File: src/rtl/sksp_pkg.sv
// Shared types and constants for the sub-pixel kernel shift and placement block.
// No dependencies; every other file of the block but sksp_ram imports this package.
package sksp_pkg;

   // Default kernel width limit and fixed limits of the block
   localparam int MaxKernelCols = 256;
   localparam int MaxImageDim   = 4096;
   localparam int KernelRowsCap = 4096;

   // Field widths
   localparam int SampleWidth  = 16;
   localparam int CoordWidth   = 12;
   localparam int PosWidth     = 15;   // signed image position, place plus offset
   localparam int WeightWidth  = 33;   // Q1.32, gx*gy reaches 2^32
   localparam int ProductWidth = 49;
   localparam int RoundBit     = 31;
   localparam int ValueLsb     = 32;

   // Queue between front and back end
   localparam int QueueDepth = 4;

   // Register port
   localparam int CsrAddrWidth = 5;
   localparam int CsrDataWidth = 32;

   typedef enum logic [2:0] {
      RegKernelCols,
      RegKernelRows,
      RegPlaceX,
      RegPlaceY,
      RegShiftX,
      RegShiftY,
      RegImageCols,
      RegImageRows
   } reg_index_type;

   // Output pixels one sample can produce, in emission order
   typedef enum logic [1:0] {
      PixMain,
      PixRight,
      PixBottom,
      PixCorner
   } pixel_kind_type;

   typedef struct packed {
      logic        [8:0]  kernel_cols;
      logic        [12:0] kernel_rows;
      logic signed [12:0] place_x;
      logic signed [12:0] place_y;
      logic        [15:0] shift_x;
      logic        [15:0] shift_y;
      logic        [12:0] image_cols;
      logic        [12:0] image_rows;
   } cfg_type;

   // One classified sample: neighbours, candidate positions and surviving pixels
   typedef struct packed {
      logic [SampleWidth-1:0] cur;
      logic [SampleWidth-1:0] left;
      logic [SampleWidth-1:0] up;
      logic [SampleWidth-1:0] upper_left;
      logic [CoordWidth-1:0]  x_near;
      logic [CoordWidth-1:0]  x_far;
      logic [CoordWidth-1:0]  y_near;
      logic [CoordWidth-1:0]  y_far;
      logic [3:0]             mask;
   } job_type;

endpackage

File: src/rtl/sksp_queue.sv
// Short register queue of classified samples between front and back end.
// Uses sksp_pkg for the entry type and depth (a power of two).
module sksp_queue import sksp_pkg::*; (
   input  logic    clock,
   input  logic    reset,
   input  logic    push_valid,
   output logic    push_ready,
   input  job_type push_job,
   output logic    pop_valid,
   input  logic    pop_ready,
   output job_type pop_job
);

   localparam int PtrWidth   = $clog2(QueueDepth);
   localparam int CountWidth = $clog2(QueueDepth + 1);

   job_type               slots_ff [QueueDepth];
   logic [PtrWidth-1:0]   wr_ptr_ff, wr_ptr_in, rd_ptr_ff, rd_ptr_in;
   logic [CountWidth-1:0] count_ff, count_in;
   logic                  do_push, do_pop;

   assign push_ready = count_ff != CountWidth'(QueueDepth);
   assign pop_valid  = count_ff != '0;
   assign pop_job    = slots_ff[rd_ptr_ff];
   assign do_push    = push_valid && push_ready;
   assign do_pop     = pop_valid && pop_ready;

   // Pointers wrap naturally
   always_comb begin
      wr_ptr_in = do_push ? wr_ptr_ff + PtrWidth'(1) : wr_ptr_ff;
      rd_ptr_in = do_pop ? rd_ptr_ff + PtrWidth'(1) : rd_ptr_ff;
      count_in  = count_ff;
      if (do_push && !do_pop) begin
         count_in = count_ff + CountWidth'(1);
      end else if (do_pop && !do_push) begin
         count_in = count_ff - CountWidth'(1);
      end
   end

   always_ff @(posedge clock) begin
      if (reset) begin
         wr_ptr_ff <= '0;
         rd_ptr_ff <= '0;
         count_ff  <= '0;
      end else begin
         wr_ptr_ff <= wr_ptr_in;
         rd_ptr_ff <= rd_ptr_in;
         count_ff  <= count_in;
      end
   end

   always_ff @(posedge clock) begin
      if (do_push) begin
         slots_ff[wr_ptr_ff] <= push_job;
      end
   end

endmodule

File: config.mk
export PLATFORM = sky130hd
export DESIGN_NAME = sksp_queue
export DESIGN_NICKNAME = d
export VERILOG_FILES = /design/src/rtl/sksp_pkg.sv /design/src/rtl/sksp_queue.sv
export SDC_FILE = /design/constraint.sdc
export NUM_CORES = 1
export LEC_CHECK = 0
export BUFFER_PORTS_ARGS = -buffer_cell sky130_fd_sc_hd__buf_4
export CAP_MARGIN = 10
export CORE_UTILIZATION = 48
export DETAILED_ROUTE_END_ITERATION = 6
export GPL_TIMING_DRIVEN = 0
export PLACE_DENSITY = 0.77
export SYNTH_ARGS = -nofsm -noshare
export SYNTH_HDL_FRONTEND = slang
export SYNTH_SLANG_ARGS = --single-unit
File: constraint.sdc
create_clock -name clock -period 5.39 [get_ports clock]
set_clock_uncertainty 0.05 [all_clocks]
set_input_delay 1.3475 -clock clock [delete_from_list [all_inputs] [get_ports clock]]
set_output_delay 1.3475 -clock clock [all_outputs]
set_load 0.02 [all_outputs]
==> results.tsv <==
metric	value	unit
outcome	finished, final reports clean	
ys.flop_type	edfxtp_1	
synth.cell_area	17170	sq um
postCtsSetupRepairBufs	0	
root_buffer	clkbuf_16	
synth.most_common_cell	edfxtp_1	
portBuffers	236	
htree_levels	2	
hp-class	flop to flop	
max_stage_delay	0.38	ns
synthSimpleGateAreaFrac	0.4882	%
ys_ff_latch	473	
avgViaCountPerCell	5.412	
ys_async_sr_fraction	0	%
cap_violations	0	
layout_setup_ws	1.621	ns
fmax	265.3	MHz
sw_frac_of_total	28.06	%
timing.final.max_slew_violations	0	
synth_area_leader_cell	edfxtp_1	
netlist.area_leader.share	81.15	%
dpl.hpwl	19580	um
grt_start_max_net_pins	54	
fin_util	60.84	%
power_density	498.6	nW/um^2
setup.worst_path.end_class	output port	
grt-ovfl-total	0	
syn_avg_cell_area	26.25	sq um
worst_ep_arrival_time	2.37	ns
synth_edf_count	464	
drt_iter0_drc	371	
crit_fanout	10	
path_cells	buf_2, buf_2, buf_2, mux4_2, buf_4	
clk_pin_slew	0.06	ns
min_period	3.769	ns
core_area	34880	sq um
final_nets	1074	
place.gp.congestion	0.7165	
crit_buf_inv	4	
drt_pass1_iterations	4	
drt-total-wl	32210	um
clkPwrFrac	29.6	%
rsz0062_at_grt	no	
chipHeight	191.1	um
intPower	0.007612	W
antenna_left	0	
fin_crit_sh	69.93	%
synth_fp_nets	780	
cts_tree	built	
grt_pass1_vias	8525	
num_rows	68	
die_area	36530	sq um
p_leak	7.148	nW
path_class	flop to output port	
slew_headroom	54.98	%
cpMostUsedCell	buf_2	
initial_core_util	49.22	%
cp.required	3.99	ns
p_sw	0.002969	W
ir_worst_vdd	0.0003555	V
grt_antenna_before_repair	1	
syn_to_final_growth	23.60	%
hold_buffers	0	
ys_top_cells_by_area	edfxtp_1 81%, mux4_2 15%, dfxtp_1 1.0%	
seqPwrFrac	43.1	%
synth_cell_types	22	
cts_buffers	48	
drc_errors	0	
cp_top_family	buffers and inverters	
finalSetupTns	0	ns
grtUsageTotal	18.05	%
avgRoutedWirePerCell	22.32	um
setup_viol	0	
post-place-ws	1.914	ns
synthCells	654	
drive_gt1_share	46.50	%
synthXorXnorAreaFrac	0.2040	%
insertion_delay	0.57	ns
cts.sinks	473	
hold_viol	0	
vias	7809	
ys_warn_count	0	
worst_slew_pin_slew	0.6752	ns
synth_common_cells	464 x edfxtp_1, 116 x mux4_2, 13 x buf_2	
post_cts_resized	0	
synth_compound_area_share	0.2186	%
p_comb_share	27.3	%
grt_pass1_wl	48540	um
io_pins	238	
power.total	0.01058	W
setup.worst_path.start_class	flop	
synth-adder-area-share	0.4809	%
synth_top_family_by_area	multiplexers	
die_w	191.1	um
crit_path_top_delay_cell	mux4_2	
yosysSeqAreaShare	82.20	%
synthMuxAreaShare	15.40	%
cts_buffer_depth	3	
-- cell usage in the layout, fill, tap and decap left out, drive strengths merged, types with 2 or more instances in the layout --
cell,n
inv,6
clkinv,21
dfxtp,9
mux4,116
or3,2
nand2b,2
edfxtp,464
xor2,4
ha,5
bufinv,2
buf,263
clkinvlp,3
clkbuf,68
and2,4
mux2i,2
nor2,8
-- layer usage --
metal / vias up / global-route usage, % / share of wire, %
met5: - / 0 / 0.053
met4: 2 / 5.800 / 2.3
met3: 59 / 6.774 / 8.7
met2: 239 / 29.28 / 49
met1: 4089 / 22.50 / 40
li1: 3420 / - / -
-- power groups by stage --
stage	logic, W	registers [W]	clock network [W]
after floorplan	0.00180	0.00464	0
after global placement	0.00288	0.00469	0
after detailed placement	0.00295	0.00463	0
after CTS	0.00296	0.00456	0.00322
after global routing	0.00309	0.00459	0.00334
final	0.00289	0.00456	0.00313
-- path summary, 6_finish.rpt --
| path | startpoint | endpoint | slack [ns] | depth (start not counted) |
|---|---|---|---|---|
| worst max-delay path | flop | pop_job[91] | 1.62 | 5 |
| worst min-delay path | wr_ptr_ff[1]$_SDFFE_PP0P_ | wr_ptr_ff[1]$_SDFFE_PP0P_ | 0.47 | 2 |
| worst max register to register | count_ff[0]$_SDFFE_PP0P_ | slots_ff[0][68]$_DFFE_PP_ | 2.85 | 5 |
| worst min register to register | wr_ptr_ff[1]$_SDFFE_PP0P_ | wr_ptr_ff[1]$_SDFFE_PP0P_ | 0.47 | 2 |
-- layout make-up --
type / instances / area, sq um
diodes: 1 / 2.502
plain buffers: 27 / 162.7
clock buffers: 60 / 1287
clock inverters: 29 / 214.0
fillers: 2375 / 13660
inverters: 3 / 11.26
multi-input cells: 151 / 2893
flip-flops and latches: 473 / 14110
well taps: 455 / 569.3
repair buffers: 244 / 1969
-- registers in the layout, indices dropped and copies added (netlist names), named ones only --
name	flops
rd_ptr_ff	2
count_ff	3
wr_ptr_ff	2
slots_ff	464
-- worst register-to-register path, stage by stage, from the launching register on --
cell      delay (ns)
dfxtp_1         0.45
nor2_1          0.10
a21boi_2        0.36
and2_4          0.55
buf_12          0.31
buf_16          0.33
-- through the flow --
| step | std cells | area [sq um] | hold WS (ns) |
|---|---|---|---|
| floorplan | 654 | 17170 | 0.4320 |
| global placement | 1345 | 19510 | 0.4561 |
| detailed placement | 1353 | 19720 | 0.4649 |
| CTS | 1442 | 21220 | 0.4735 |
| global route | 1442 | 21220 | 0.5076 |
| finish | 1443 | 21220 | 0.4718 |
-- kinds of logic after synthesis --
family,Yosys count
simple gates,17
mux,119
xor+xnor,4
buf+inv,30
compound gates,5
flops,473
fa+ha+maj,6
(Power assumes the default switching activity.)
