$ cat src/rtl/sksp_pkg.sv
// Shared types and constants for the sub-pixel kernel shift and placement block.
// No dependencies; every other file of the block but sksp_ram imports this package.
package sksp_pkg;

   // Default kernel width limit and fixed limits of the block
   localparam int MaxKernelCols = 256;
   localparam int MaxImageDim   = 4096;
   localparam int KernelRowsCap = 4096;

   // Field widths
   localparam int SampleWidth  = 16;
   localparam int CoordWidth   = 12;
   localparam int PosWidth     = 15;   // signed image position, place plus offset
   localparam int WeightWidth  = 33;   // Q1.32, gx*gy reaches 2^32
   localparam int ProductWidth = 49;
   localparam int RoundBit     = 31;
   localparam int ValueLsb     = 32;

   // Queue between front and back end
   localparam int QueueDepth = 4;

   // Register port
   localparam int CsrAddrWidth = 5;
   localparam int CsrDataWidth = 32;

   typedef enum logic [2:0] {
      RegKernelCols,
      RegKernelRows,
      RegPlaceX,
      RegPlaceY,
      RegShiftX,
      RegShiftY,
      RegImageCols,
      RegImageRows
   } reg_index_type;

   // Output pixels one sample can produce, in emission order
   typedef enum logic [1:0] {
      PixMain,
      PixRight,
      PixBottom,
      PixCorner
   } pixel_kind_type;

   typedef struct packed {
      logic        [8:0]  kernel_cols;
      logic        [12:0] kernel_rows;
      logic signed [12:0] place_x;
      logic signed [12:0] place_y;
      logic        [15:0] shift_x;
      logic        [15:0] shift_y;
      logic        [12:0] image_cols;
      logic        [12:0] image_rows;
   } cfg_type;

   // One classified sample: neighbours, candidate positions and surviving pixels
   typedef struct packed {
      logic [SampleWidth-1:0] cur;
      logic [SampleWidth-1:0] left;
      logic [SampleWidth-1:0] up;
      logic [SampleWidth-1:0] upper_left;
      logic [CoordWidth-1:0]  x_near;
      logic [CoordWidth-1:0]  x_far;
      logic [CoordWidth-1:0]  y_near;
      logic [CoordWidth-1:0]  y_far;
      logic [3:0]             mask;
   } job_type;

endpackage

$ cat src/rtl/sksp_if.sv
// Valid/ready channel interfaces for kernel samples in and placed pixels out.
// Depends on sksp_pkg for the payload widths.
interface sksp_req_if import sksp_pkg::*; ();
   logic                   valid;
   logic                   ready;
   logic [SampleWidth-1:0] kernel_sample;

   modport source (output valid, output kernel_sample, input ready);
   modport sink   (input valid, input kernel_sample, output ready);
endinterface


$ cat src/rtl/sksp_ram.sv
// Generic single-write, single-read RAM with registered read data (read-first).
// No dependencies.
module sksp_ram #(
   parameter  int Width     = 16,
   parameter  int Depth     = 256,
   localparam int AddrWidth = $clog2(Depth)
) (
   input  logic                 clock,
   input  logic                 wr_en,
   input  logic [AddrWidth-1:0] wr_addr,
   input  logic [Width-1:0]     wr_data,
   input  logic                 rd_en,
   input  logic [AddrWidth-1:0] rd_addr,
   output logic [Width-1:0]     rd_data
);

   logic [Width-1:0] mem_ff [Depth];
   logic [Width-1:0] rd_data_ff;

   // Read returns the old word when the same address is written in the same cycle
   always_ff @(posedge clock) begin
      if (rd_en) begin
         rd_data_ff <= mem_ff[rd_addr];
      end
      if (wr_en) begin
         mem_ff[wr_addr] <= wr_data;
      end
   end

   assign rd_data = rd_data_ff;

endmodule

$ cat src/rtl/sksp_front.sv
// Front end: accepts samples, tracks kernel position, fetches neighbours and
// classifies which output pixels land in the image. Uses sksp_pkg, sksp_if, sksp_ram.
module sksp_front import sksp_pkg::*; #(
   parameter int MAX_KERNEL_COLS = MaxKernelCols
) (
   input  logic        clock,
   input  logic        reset,
   input  cfg_type     cfg,
   input  logic        restart,
   sksp_req_if.sink    req,
   output logic        push_valid,
   input  logic        push_ready,
   output job_type     push_job
);

   localparam int ColWidth   = $clog2(MAX_KERNEL_COLS);
   localparam int WidthBits  = $clog2(MAX_KERNEL_COLS + 1);

   logic [ColWidth-1:0]    col_ff, col_in;
   logic [11:0]            row_ff, row_in;
   logic [WidthBits-1:0]   kw;
   logic [12:0]            kh;
   logic [12:0]            img_cols, img_rows;
   logic                   last_col, last_row, accept;

   logic                   a_valid_ff, a_valid_in;
   logic [SampleWidth-1:0] a_cur_ff;
   logic [ColWidth-1:0]    a_col_ff;
   logic [11:0]            a_row_ff;
   logic                   a_last_col_ff, a_last_row_ff;
   logic                   a_advance;

   logic [SampleWidth-1:0] left_ff, upper_left_ff;
   logic [SampleWidth-1:0] ram_rd_data;
   logic [SampleWidth-1:0] up_sample, left_sample, ul_sample;
   logic [PosWidth-1:0]    x_near, x_far, y_near, y_far;
   logic                   in_x_near, in_x_far, in_y_near, in_y_far, copy_mode;
   logic [3:0]             mask;

   function automatic logic in_range(logic [PosWidth-1:0] p, logic [12:0] lim);
      return !p[PosWidth-1] && (p < PosWidth'(lim));
   endfunction

   // Effective kernel and image sizes
   always_comb begin
      if (cfg.kernel_cols == '0) begin
         kw = WidthBits'(1);
      end else if (32'(cfg.kernel_cols) > 32'(MAX_KERNEL_COLS)) begin
         kw = WidthBits'(MAX_KERNEL_COLS);
      end else begin
         kw = WidthBits'(cfg.kernel_cols);
      end
      if (cfg.kernel_rows == '0) begin
         kh = 13'd1;
      end else if (cfg.kernel_rows > 13'(KernelRowsCap)) begin
         kh = 13'(KernelRowsCap);
      end else begin
         kh = cfg.kernel_rows;
      end
      img_cols = (cfg.image_cols > 13'(MaxImageDim)) ? 13'(MaxImageDim) : cfg.image_cols;
      img_rows = (cfg.image_rows > 13'(MaxImageDim)) ? 13'(MaxImageDim) : cfg.image_rows;
   end

   assign accept   = req.valid && req.ready;
   assign last_col = (WidthBits'(col_ff) + WidthBits'(1)) == kw;
   assign last_row = (13'(row_ff) + 13'd1) == kh;

   // Advance the raster position; any register write restarts the kernel
   always_comb begin
      col_in = col_ff;
      row_in = row_ff;
      if (restart) begin
         col_in = '0;
         row_in = '0;
      end else if (accept) begin
         if (last_col) begin
            col_in = '0;
            row_in = last_row ? 12'd0 : row_ff + 12'd1;
         end else begin
            col_in = col_ff + ColWidth'(1);
         end
      end
   end

   always_ff @(posedge clock) begin
      if (reset) begin
         col_ff <= '0;
         row_ff <= '0;
      end else begin
         col_ff <= col_in;
         row_ff <= row_in;
      end
   end

   // Row store: read the sample above and overwrite it with the new one
   sksp_ram #(
      .Width (SampleWidth),
      .Depth (MAX_KERNEL_COLS)
   ) u_row_above (
      .clock   (clock),
      .wr_en   (accept),
      .wr_addr (col_ff),
      .wr_data (req.kernel_sample),
      .rd_en   (accept),
      .rd_addr (col_ff),
      .rd_data (ram_rd_data)
   );

   // Acceptance stage
   always_comb begin
      a_valid_in = a_valid_ff;
      if (accept) begin
         a_valid_in = 1'b1;
      end else if (a_advance) begin
         a_valid_in = 1'b0;
      end
   end

   always_ff @(posedge clock) begin
      if (reset) begin
         a_valid_ff <= 1'b0;
      end else begin
         a_valid_ff <= a_valid_in;
      end
   end

   always_ff @(posedge clock) begin
      if (accept) begin
         a_cur_ff      <= req.kernel_sample;
         a_col_ff      <= col_ff;
         a_row_ff      <= row_ff;
         a_last_col_ff <= last_col;
         a_last_row_ff <= last_row;
      end
      if (a_advance) begin
         left_ff       <= a_cur_ff;
         upper_left_ff <= up_sample;
      end
   end

   // Neighbours; samples outside the kernel count as zero
   always_comb begin
      up_sample   = (a_row_ff != '0) ? ram_rd_data : '0;
      left_sample = (a_col_ff != '0) ? left_ff : '0;
      ul_sample   = (a_col_ff != '0 && a_row_ff != '0) ? upper_left_ff : '0;
   end

   // Image positions and clipping
   always_comb begin
      x_near    = PosWidth'(cfg.place_x) + PosWidth'(a_col_ff);
      x_far     = PosWidth'(cfg.place_x) + PosWidth'(kw);
      y_near    = PosWidth'(cfg.place_y) + PosWidth'(a_row_ff);
      y_far     = PosWidth'(cfg.place_y) + PosWidth'(kh);
      in_x_near = in_range(x_near, img_cols);
      in_x_far  = in_range(x_far, img_cols);
      in_y_near = in_range(y_near, img_rows);
      in_y_far  = in_range(y_far, img_rows);
      copy_mode = (cfg.shift_x == '0) && (cfg.shift_y == '0) && !kw[0] && !kh[0];

      mask            = '0;
      mask[PixMain]   = in_x_near && in_y_near;
      mask[PixRight]  = !copy_mode && a_last_col_ff && in_x_far && in_y_near;
      mask[PixBottom] = !copy_mode && a_last_row_ff && in_x_near && in_y_far;
      mask[PixCorner] = !copy_mode && a_last_col_ff && a_last_row_ff && in_x_far && in_y_far;
   end

   // Hand over to the queue; a sample with nothing to emit is dropped here
   always_comb begin
      push_job.cur        = a_cur_ff;
      push_job.left       = left_sample;
      push_job.up         = up_sample;
      push_job.upper_left = ul_sample;
      push_job.x_near     = x_near[CoordWidth-1:0];
      push_job.x_far      = x_far[CoordWidth-1:0];
      push_job.y_near     = y_near[CoordWidth-1:0];
      push_job.y_far      = y_far[CoordWidth-1:0];
      push_job.mask       = mask;
   end

   assign push_valid = a_valid_ff && (mask != '0);
   assign a_advance  = a_valid_ff && (push_ready || (mask == '0));
   assign req.ready  = !a_valid_ff || a_advance;

endmodule

$ cat src/flat_wrapper.sv
// flat-port wrapper written by rule: the top's interface ports become plain ports
module sksp_front_flat import sksp_pkg::*;
#(
   parameter int MAX_KERNEL_COLS = MaxKernelCols
)
  (clock, reset, cfg, restart, push_valid, push_ready, push_job, req_valid, req_kernel_sample, req_ready);
  sksp_req_if req_i ();
  input  logic clock;
  input  logic reset;
  input  cfg_type cfg;
  input  logic restart;
  output logic push_valid;
  input  logic push_ready;
  output job_type push_job;
  input wire logic [$bits(req_i.valid)-1:0] req_valid;
  input wire logic [$bits(req_i.kernel_sample)-1:0] req_kernel_sample;
  output wire logic [$bits(req_i.ready)-1:0] req_ready;
  assign req_i.valid = req_valid;
  assign req_i.kernel_sample = req_kernel_sample;
  assign req_ready = req_i.ready;
  sksp_front #(.MAX_KERNEL_COLS(MAX_KERNEL_COLS)) u_core (.clock(clock), .reset(reset), .cfg(cfg), .restart(restart), .req(req_i), .push_valid(push_valid), .push_ready(push_ready), .push_job(push_job));
endmodule
$ cat config.mk
export PLATFORM = sky130hd
export DESIGN_NAME = sksp_front_flat
export DESIGN_NICKNAME = d
export VERILOG_FILES = /design/src/rtl/sksp_pkg.sv /design/src/rtl/sksp_if.sv /design/src/rtl/sksp_ram.sv /design/src/rtl/sksp_front.sv /design/src/flat_wrapper.sv
export SDC_FILE = /design/constraint.sdc
export NUM_CORES = 2
export LEC_CHECK = 0
export ABC_AREA = 1
export BUFFER_PORTS_ARGS = -buffer_cell sky130_fd_sc_hd__buf_2
export CAP_MARGIN = 0
export CORE_MARGIN = 2
export CORE_UTILIZATION = 42
export DETAILED_ROUTE_END_ITERATION = 6
export SYNTH_ARGS = -nofsm -noshare
export SYNTH_HDL_FRONTEND = slang
export SYNTH_SLANG_ARGS = --single-unit
$ cat constraint.sdc
create_clock -name clock -period 6.4 [get_ports clock]
set_clock_uncertainty 0.2 [all_clocks]
set_input_delay 0.32 -clock clock [delete_from_list [all_inputs] [get_ports clock]]
set_output_delay 0.32 -clock clock [all_outputs]
set_load 0.01 [all_outputs]
==> results.md <==
* Outcome: complete, but fails checks
* Failing checks: design-rule violations, max-capacitance violations, max-slew violations
* H-tree depth at 5
* WL/cell at 29.22 microns
* Initial DRC count at 18.09k
* Worst Setup Start Kind: register
* Core area at 395,700 sq um
* RSZ-0062 raised after global routing: yes
* Async SR Flop Fraction at 0%
* Place WS at -392.0 ps
* Synth Area per Inst at 13.07 sq um
* Reg area at 126,000 sq um
* Die height at 634.4 microns
* Peak VDD IR at 249.8 uV
* Met3 Wirelength at 65,720 microns
* TritonRoute pass-1 iters at 7
* Top sig layer: met5
* Total global-route track usage at 26.58%
* Unique masters post-synth at 50
* CP most frequent cell: nand2_1
* IO Count at 245
* Cell Area, Synth at 166,900 sq um
* Non-filler cells, final at 18.83k
* Clock latency on the worst-skew pair at 980 ps
* First-pass GRT wire length at 772,300 microns
* Setup repair bufs after CTS at 0
* Crit. End Element: register
* Tcrit/Tclk final at 96.79%
* Share of cells above drive strength 1 at 11.66%
* Initial antenna violation count at 31
* WP data required at 6750 ps
* Finish-stage setup viols at 0
* Top_reg_cell synth: edfxtp_1
* MaxCap Viol Count at 1
* GRT overflow at 0
* Critical Path AT at 6540 ps
* Gate Count Post-Synth at 12.77k
* Flops & latches, synth at 4,203
* Detailed placer's ending HPWL at 339,200 microns
* Metal1 wirelength at 220,000 microns
* Reg clk slew, reported paths at 70 ps
* Root Buffer: clkbuf_16
* Final WS setup at 205.3 ps
* Final Hold Viols at 0
* Port Buffer Count at 244
* Die Wd at 634.4 microns
* CTS sink cnt at 4,203
* Min cycle time layout at 6195 ps
* Rel. slew slack at -5.457%
* Placed cell count at 18.01k
* Vias at 111.7k
* CTS tree: done
* F_max at 0.1614 GHz
* Filler cells at 34.19k
* Routed wire length at 550,300 microns
* Sequential fraction of the synthesis area at 75.50%
* Vias in the first global route at 103.9k
* EDFF count, synth at 4,182
* Worst-Margin Slew at 1572 ps
* CP Class: reg -> reg
* Slowest CP cell: nor2_1
* Ys Warns at 0
* Initial Util at 42.18%
* Max FO, Critical Path at 16
* Met2 wire len at 238,300 microns
* Clock buffer depth at 4
* Num rows at 231
* Crit-path max cell delay at 1010 ps
* Largest net degree at the start of global routing at 194
* Leak Pwr at 63.20 nW
* Worst Hold Class: in -> reg
* Total nets after synthesis at 12.99k
* Die footprint at 402,400 sq um
* Via density at 5.932
* Power per cell area at 308.1 nW/um^2
* Drc violations at 1
* Footprint of the multi-input gates at 36,920 sq um
* Antenna-violating nets left at 0
* Layout area overhead at 14.94%
* Nets@finish at 13.45k
* RePlAce Congestion at 0.9685
* Final Max Tran Viols at 4
* Num CTS Buffers at 416
cell usage after synthesis, types with 12 or more instances:
master	n	area share, %
xor2_1	51	0.27
ha_1	96	0.72
a221oi_1	71	0.37
nand2_1	997	2.2
nor2_1	2537	5.7
o22ai_1	1042	3.9
o21ai_0	2097	6.3
o221ai_1	12	0.063
nand3_1	53	0.16
buf_2	52	0.16
a22o_1	91	0.48
inv_1	208	0.47
buf_1	22	0.049
nand4_1	94	0.35
edfxtp_1	4182	75
clkbuf_1	780	1.8
dfxtp_1	21	0.25
a41oi_1	98	0.51
a21oi_1	110	0.33
xnor2_1	17	0.089
nor3_1	19	0.057
cells in the final DEF (no fill, tap or decap), types with 53 or more instances in the layout:
cell type,netlist,routed
edfxtp_1,4182,4182
inv_1,208,206
clkbuf_16,0,419
buf_12,0,114
o22ai_1,1042,1042
a22o_1,91,91
nand2_1,997,990
nand3_1,53,53
a21oi_1,110,109
ha_1,96,96
buf_4,10,513
nor2_1,2537,2485
o21ai_0,2097,2097
clkinv_1,2,94
buf_2,52,228
a41oi_1,98,96
a221oi_1,71,71
nand4_1,94,94
clkinv_2,0,78
clkbuf_1,780,73
worst paths after layout:
check	from	end	slack, ps	cells after the start
worst max-delay path	u_core.a_row_ff[0]	u_core.u_row_above.mem_ff[44][4]	210	28
worst min-delay path	cfg[96]	u_core.a_last_row_ff	120	5
worst max register to register	u_core.a_row_ff[0]	u_core.u_row_above.mem_ff[44][4]	210	28
worst min register to register	u_core.a_cur_ff[5]	u_core.left_ff[5]	250	0
per-stage QoR:
step                setup TNS [ps]  hold slack (ps)  instance area [sq um]  power [mW]  util (%)
floorplan                        0            189.1                 166900       32.72         -
global placement           -163790            257.2                 177700       34.86     44.92
detailed placement          -35560            249.7                 177700       34.87     44.92
CTS                              0            47.72                 191700       59.17     48.44
global route                 -8026            176.6                 191800       60.51     48.48
finish                           0            118.3                 191800       59.10     48.48
logic make-up after synthesis:
| family | count (synthesis) | synth area share, % |
|---|---|---|
| xor gates and xnor gates | 68 | 0.3569 |
| AOI/OAI and AO/OA | 3569 | 12.17 |
| DFF | 4203 | 75.50 |
| buffers and inverters | 1084 | 2.510 |
| adders and majority gates | 100 | 0.7677 |
| and+or+nand+nor | 3741 | 8.696 |
flip-flops by register name, summed over array words and instances, names as in the netlist:
name,count
u_core.a_row_ff,12
u_core.left_ff,16
u_core.col_ff,8
u_core.upper_left_ff,16
u_core.u_row_above.mem_ff,4096
u_core.row_ff,12
u_core.a_valid_ff,1
u_core.u_row_above.rd_data,16
u_core.a_last_row_ff,1
u_core.a_cur_ff,16
u_core.a_last_col_ff,1
u_core.a_col_ff,8
cell type report:
type                       count  area share (%)
inverter                     218          0.4396
antenna                       14         0.01826
timing repair buffer         901           4.077
clock inverter               280           1.481
clock buffer                 495           5.630
multi-input combinational   7478           19.25
sequential                  4203           65.69
tap                         5242           3.419
report_power, final:
part           internal (mW)  leakage, nW  total [mW]  switching (mW)
logic                  0.976         18.8        4.03            3.05
registers               30.3         37.8        30.4          0.0411
clock network           14.0         6.62        24.7            10.7
total                   45.3         63.2        59.1            13.8
critical path, delay by kind of cell (launching register included):
| family | cells | cell delay (ps) |
|---|---|---|
| AOI/OAI and AO/OA | 4 | 900 |
| xor gates and xnor gates | 1 | 180 |
| adders and majority gates | 3 | 960 |
| buffers and inverters | 4 | 650 |
| DFF | 1 | 410 |
| and+or+nand+nor | 16 | 2390 |
what timing repair did:
| item | in CTS | in global routing |
|---|---|---|
| gates cloned | 0 | 0 |
| gates resized for setup | 1 | 30 |
| endpoints found under the setup margin | 16 | 542 |
| endpoints found under the hold margin | 1391 | 0 |
| hold buffers | 26 | 0 |
routing by layer:
| metal | GRT usage [%] | vias to the layer above |
|---|---|---|
| li1 | - | 48450 |
| met1 | 37.20 | 55410 |
| met2 | 39.19 | 6857 |
| met3 | 7.073 | 965 |
| met4 | 11.19 | 22 |
| met5 | 0 | - |
Power figures use the tool's default switching activity.
